===== config.mk =====
export PLATFORM = sky130hd
export DESIGN_NAME = qpa_combine
export DESIGN_NICKNAME = d
export VERILOG_FILES = /design/src/rtl/qpa_pkg.sv /design/src/rtl/qpa_combine.sv
export SDC_FILE = /design/constraint.sdc
export NUM_CORES = 1
export LEC_CHECK = 0
export BUFFER_PORTS_ARGS = -buffer_cell sky130_fd_sc_hd__buf_4
export CAP_MARGIN = 10
export CORE_AREA = 4 4 258 260
export DETAILED_ROUTE_END_ITERATION = 6
export DIE_AREA = 0 0 262 264
export SYNTH_ARGS = -nofsm -noshare
export SYNTH_HDL_FRONTEND = slang
export SYNTH_SLANG_ARGS = --single-unit

===== constraint.sdc =====
create_clock -name clk -period 0.85 [get_ports clk]
set_clock_uncertainty 0.05 [all_clocks]
set_input_delay 0.1275 -clock clk [delete_from_list [all_inputs] [get_ports clk]]
set_output_delay 0.1275 -clock clk [all_outputs]
set_load 0.01 [all_outputs]

===== src/rtl/qpa_pkg.sv =====
// qpa_pkg: types, widths and helper functions for the quaternion product accumulator.
// Used by every module under rtl/; depends on nothing.
`timescale 1ns / 1ps

package qpa_pkg;

    localparam int COMP_BITS = 16;
    localparam int PROD_BITS = 2 * COMP_BITS;
    localparam int TERM_BITS = PROD_BITS + 2;
    localparam int ACC_BITS  = 40;

    typedef logic signed [COMP_BITS-1:0] comp_t;
    typedef logic signed [PROD_BITS-1:0] prod_t;
    typedef logic signed [TERM_BITS-1:0] term_t;
    typedef logic signed [ACC_BITS-1:0]  acc_t;

    localparam acc_t ACC_MAX = {1'b0, {(ACC_BITS - 1){1'b1}}};
    localparam acc_t ACC_MIN = {1'b1, {(ACC_BITS - 1){1'b0}}};

    typedef struct packed {
        comp_t in_r;
        comp_t in_i;
        comp_t in_j;
        comp_t in_k;
        comp_t kern_r;
        comp_t kern_i;
        comp_t kern_j;
        comp_t kern_k;
        logic  first_term;
        logic  last_term;
    } in_t;

    typedef struct packed {
        acc_t sum_r;
        acc_t sum_i;
        acc_t sum_j;
        acc_t sum_k;
    } out_t;

    // per-stage control carried alongside the data
    typedef struct packed {
        logic valid;
        logic first;
        logic last;
        logic conj;
    } tag_t;

    // partial products, named <input part><kernel part>
    typedef struct packed {
        prod_t rr;
        prod_t ii;
        prod_t jj;
        prod_t kk;
        prod_t ri;
        prod_t ir;
        prod_t jk;
        prod_t kj;
        prod_t rj;
        prod_t ik;
        prod_t jr;
        prod_t ki;
        prod_t rk;
        prod_t ij;
        prod_t ji;
        prod_t kr;
    } prod_set_t;

    typedef struct packed {
        term_t r;
        term_t i;
        term_t j;
        term_t k;
    } term_set_t;

    function automatic acc_t sat_add(input acc_t base, input term_t term);
        logic signed [ACC_BITS:0] sum;
        acc_t                     res;
        sum = (ACC_BITS + 1)'(base) + (ACC_BITS + 1)'(term);
        if (sum[ACC_BITS] == sum[ACC_BITS-1])
            res = sum[ACC_BITS-1:0];
        else if (sum[ACC_BITS])
            res = ACC_MIN;
        else
            res = ACC_MAX;
        return res;
    endfunction

endpackage


===== src/rtl/qpa_combine.sv =====
// qpa_combine: signs and sums the partial products into four product terms, registered.
// Conjugate mode flips the sign of every product that holds a kernel imaginary part.
// Depends on qpa_pkg.
`timescale 1ns / 1ps

module qpa_combine
(
    input  logic               clk,
    input  logic               rst_n,
    input  logic               en,
    input  qpa_pkg::tag_t      prod_tag,
    input  qpa_pkg::prod_set_t prod,
    output qpa_pkg::tag_t      term_tag,
    output qpa_pkg::term_set_t terms
);

    localparam int TB = qpa_pkg::TERM_BITS;

    qpa_pkg::tag_t      tag_reg;
    qpa_pkg::term_set_t terms_reg;
    qpa_pkg::term_set_t terms_next;
    qpa_pkg::term_t     g_r;
    qpa_pkg::term_t     g_i;
    qpa_pkg::term_t     g_j;
    qpa_pkg::term_t     g_k;

    always_comb
    begin
        g_r = TB'(prod.ii) + TB'(prod.jj) + TB'(prod.kk);
        g_i = TB'(prod.ri) + TB'(prod.jk) - TB'(prod.kj);
        g_j = TB'(prod.rj) - TB'(prod.ik) + TB'(prod.ki);
        g_k = TB'(prod.rk) + TB'(prod.ij) - TB'(prod.ji);
        if (prod_tag.conj)
        begin
            terms_next.r = TB'(prod.rr) + g_r;
            terms_next.i = TB'(prod.ir) - g_i;
            terms_next.j = TB'(prod.jr) - g_j;
            terms_next.k = TB'(prod.kr) - g_k;
        end
        else
        begin
            terms_next.r = TB'(prod.rr) - g_r;
            terms_next.i = TB'(prod.ir) + g_i;
            terms_next.j = TB'(prod.jr) + g_j;
            terms_next.k = TB'(prod.kr) + g_k;
        end
    end

    always_ff @(posedge clk or negedge rst_n)
    begin
        if (!rst_n)
        begin
            tag_reg <= '0;
        end
        else if (en)
        begin
            tag_reg <= prod_tag;
        end
    end

    always_ff @(posedge clk)
    begin
        if (en)
        begin
            terms_reg <= terms_next;
        end
    end

    assign term_tag = tag_reg;
    assign terms    = terms_reg;

endmodule


== Word-level counts from Yosys, hierarchy flattened ==
Cells that the tools add are included.

* Multiplexer cells: 1
* Add/subtract/negate cells: 16

{| class="wikitable"
|+ Operators by type and width
! cell !! number
|-
| adder 32 x 34 -> 34 bit || 4
|-
| 2-to-1 mux 136 bit || 1
|-
| subtractor 32 x 34 -> 34 bit || 4
|-
| adder 32 x 32 -> 33 bit || 3
|-
| adder 33 x 32 -> 34 bit || 2
|-
| subtractor 33 x 32 -> 34 bit || 2
|-
| subtractor 32 x 32 -> 33 bit || 1
|}

* Logic and storage cells: 25
* Bits in registers: 140
* Output and inout port bits: 140

== Depth between registers and ports, before layout ==
* Word-level depth: 4
* Gate-level depth with buffers: 28
* Gate-level depth less buffers: 28

== Least setup slack after synthesis ==
Ideal clock, no wire load.

* Path type: input-to-reg
* Start: in prod[132] (netlist bit)
* End: reg terms_reg (netlist bit terms[66]) (data pin)
* Data arrival time: 5,686 ps
* Slack: -5,144 ps
* Buffers on the path: 1
* Stages: 24
* Data required time: 542 ps
* Cells stage by stage: inv_1 fa_1 inv_1 ha_1 clkbuf_1 and3_1 a211oi_2 a211oi_1 or4_1 and2_1 xor2_1 o41ai_1 o21ai_0 xnor2_1 ha_1 a21o_1 a21oi_1 nand2b_1 nor4_1 o31ai_1 or4_1 a31o_2 a21oi_1 xnor2_1

{| class="wikitable"
|+ RTL lines
! what !! RTL line !! RTL
|-
| start: declaration || qpa_combine.sv:12 || <nowiki>input qpa_pkg::prod_set_t prod,</nowiki>
|-
| end signal: assignment || qpa_combine.sv:65 || <nowiki>terms_reg <= terms_next;</nowiki>
|-
| end: declaration || qpa_combine.sv:20 || <nowiki>qpa_pkg::term_set_t terms_reg;</nowiki>
|}

==> results.txt <==
r2r startpoint: term_tag[0]$_DFFE_PN0P_
Rel. slew slack: 60.8%
Metal-1 WL: 40.1 mm
Crit path required time: 1010 ps
die area: 0.0692 mm^2
crit path to: terms[67]$_DFFE_PP_
Min Hold Slack: -80.1 ps
CTS sink count: 140
CTS Root Cell: clkbuf_16
DRC: 0
initial antenna violation count: 13
max reg flops: 136
ys async rst share: 2.86%
RD Place Congestion: 0.966
worst reg2reg setup slack: 30 ps
uppermost layer routed: met5
Area Growth Syn to Fin: 71.8%
Tcrit/Tclk final: 630%
pwr dens: 2970 mW/mm^2
Core Area: 0.0641 mm^2
number of global-route vias before repair: 28200
final setup violation count: 276
failing checks: hold timing, setup timing
post-route minimum period: 5350 ps
post-route ant nets: 0
Leak Pwr: 21.3 nW
hold crit path type: input pin to flop
Post-synth EDFFs: 136
DIE HEIGHT: 264 um
reg2reg path depth: 1
latest clock arrival within the worst-skew pair: 470 ps
MaxCap Viol Count: 0
flops & latches, synth: 140
Peak VDD IR: 0.00156 V
WL final: 93.6 mm
die extent in x: 262 um
first-pass GRT wire length: 143 mm
Num CTS Buffers: 17
crit path kind: input pin to flop
Vias: 27800
Clock Tree Buf Depth: 2
CTS tree: done
final core occ: 67.0%
post-place setup slack: -5000 ps
Slew @ Worst Pin: 587 ps
Primary FF master, synth: edfxtp_1
RSZ-0062 raised after global routing: yes
syn avg cell area: 8.19 um^2
Slew Viols, Final: 0
worst hold stages: 2
WL met3: 4.59 mm
global-route usage over all layers: 25.6%
Peak Freq: 0.187 GHz
grt ovf: 0
number of I/O pins: 659
endpoint of the lowest-slack register-to-register path: term_tag[0]$_DFFE_PN0P_
Worst Setup Start Kind: input pin
Vias/cell: 4.97
# nets final: 5651
Port Buffers: 658
metal2 WL: 46.4 mm
sequential fraction of the synthesis area: 16.7%
DRT Pass-1 Iters: 6
Distinct cells, synth: 92
synthesized cell area: 0.0250 mm^2
Avg WL per Cell: 16.7 um
yosys warns: 0
share of cells above drive strength 1: 48.0%
# hold bufs at CTS: 5
Worst setup startpoint: prod[129]
run status: complete, but fails checks
crit path DAT: 5510 ps
largest net degree at the start of global routing: 26
Synth Instances: 3054
Iter 0 DRT Violations: 1142
DP HPWL: 78.3 mm
H-tree Lvls: 4
final setup margin: -4500 ps
FP Rows: 93
Crit. End Element: flop
syn nets: 3976
Final Hold Fails: 3
Initial Utilization: 39.0%
Clock transition at path regs: 70 ps
Crit Path Max Fanout: 4
critical path: stages:
cell,delay [ps]
buf_8,70
inv_4,20
fa_1,540
inv_2,50
fa_2,390
a21o_1,200
a211oi_2,190
buf_4,170
a21o_1,180
xor2_2,160
and4b_1,230
nand3_1,90
or4_4,440
o21ai_2,150
xor2_1,170
ha_1,260
a21o_1,160
a21o_1,150
a21o_1,200
buf_6,130
nor2_4,80
o211ai_1,130
a32oi_2,330
a21oi_2,100
a211o_1,290
a21o_1,160
a21o_1,160
xnor3_1,180
synth_stat cells, drive strengths merged (28+ instances only):
| cell | instances | area (um^2) |
|---|---|---|
| nor2b | 40 | 250 |
| nor3 | 54 | 270 |
| fa | 133 | 2660 |
| xor2 | 130 | 1140 |
| nand3 | 64 | 320 |
| xnor2 | 213 | 1870 |
| edfxtp | 136 | 4080 |
| a21o | 119 | 893 |
| o21bai | 28 | 210 |
| a211oi | 44 | 340 |
| o21ai | 146 | 731 |
| and3 | 43 | 269 |
| a31oi | 40 | 256 |
| o21a | 50 | 375 |
| a21oi | 259 | 1300 |
| ha | 270 | 3380 |
| nand2 | 145 | 544 |
| nand2b | 36 | 225 |
| inv | 466 | 1750 |
| nor2 | 194 | 728 |
| and2 | 33 | 206 |
| clkbuf | 62 | 234 |
where the power goes:
group / internal (mW) / switching, mW
combinational: 55.5 / 49.4
clock: 4.17 / 3.47
sequential: 13.6 / 1.53
per-stage QoR:
step / instances / total power [mW] / TNS (ps) / cell area, um^2 / hold WS (ps)
floorplan: 3054 / 62.9 / -436300 / 26200 / -218
global placement: 5464 / 104 / -505620 / 39200 / -123
detailed placement: 5464 / 104 / -511000 / 39200 / -122
CTS: 5572 / 121 / -478670 / 41700 / -126
global route: 5607 / 137 / -509000 / 43000 / -120
finish: 5608 / 128 / -480530 / 43000 / -80.1
layer usage:
metal | global-route usage [%] | vias up
met1 | 32.1 | 13000
met5 | 0 | -
met2 | 45.3 | 652
li1 | - | 14100
met3 | 3.83 | 120
met4 | 7.65 | 4
placed cells by master (no fill, tap or decap), types with 16 or more instances in the layout:
cell type / instances
nand2_1: 132
ha_4: 37
nor2_1: 154
buf_6: 82
o211ai_1: 24
nand4_1: 26
nor2b_1: 32
a21oi_4: 19
and2_1: 24
nand3_1: 56
nand2b_1: 33
a31oi_1: 35
o21a_1: 47
xor2_1: 114
nor3_1: 46
a211oi_1: 17
xnor2_1: 169
inv_2: 24
o21ai_1: 35
a21oi_2: 77
xnor2_2: 40
edfxtp_1: 136
o21ai_0: 77
or3_1: 21
ha_1: 229
nor2_2: 24
clkbuf_16: 17
a21oi_1: 163
o21bai_1: 22
a211oi_2: 18
o21ai_2: 31
and3_1: 32
a21o_1: 119
fa_1: 124
buf_4: 1630
inv_1: 434
nor2_4: 16
cell families (layout without fill, tap and decap cells):
| logic type | count (synthesis) | after routing | share of synthesized area (%) |
|---|---|---|---|
| buf+inv | 535 | 2223 | 8.05 |
| mux | 16 | 16 | 0.665 |
| fa+ha+maj | 403 | 403 | 24.1 |
| compound gates | 855 | 855 | 22.2 |
| simple gates | 758 | 758 | 15.8 |
| flops | 140 | 140 | 16.7 |
| other cells | 0 | 11 | 0 |
| xor+xnor | 347 | 347 | 12.4 |
cell type report:
type | instances | area [um^2]
multi-input combinational | 2379 | 21900
fill | 5387 | 21200
timing repair buffer | 1725 | 13400
sequential | 140 | 4180
inverter | 466 | 1800
tap | 855 | 1070
clock buffer | 19 | 443
clock inverter | 13 | 134
antenna | 11 | 27.5
worst min path at each step:
stage	from	endpoint	slack, ps
finish	prod[480]	terms[102]$_DFFE_PP_	-80
global route	prod[480]	terms[102]$_DFFE_PP_	-120
CTS	prod[480]	terms[102]$_DFFE_PP_	-130
detailed placement	rst_n	term_tag[1]$_DFFE_PN0P_	-120
global placement	rst_n	term_tag[1]$_DFFE_PN0P_	-120
floorplan	rst_n	term_tag[0]$_DFFE_PN0P_	-220
repair_timing:
item                                    in CTS  in global routing
endpoints found under the hold margin       12                  5
pin swaps                                  236                214
endpoints found under the setup margin     276                276
setup buffers                               87                 47
resized for setup                          280                215
Power figures use the tool's default switching activity.
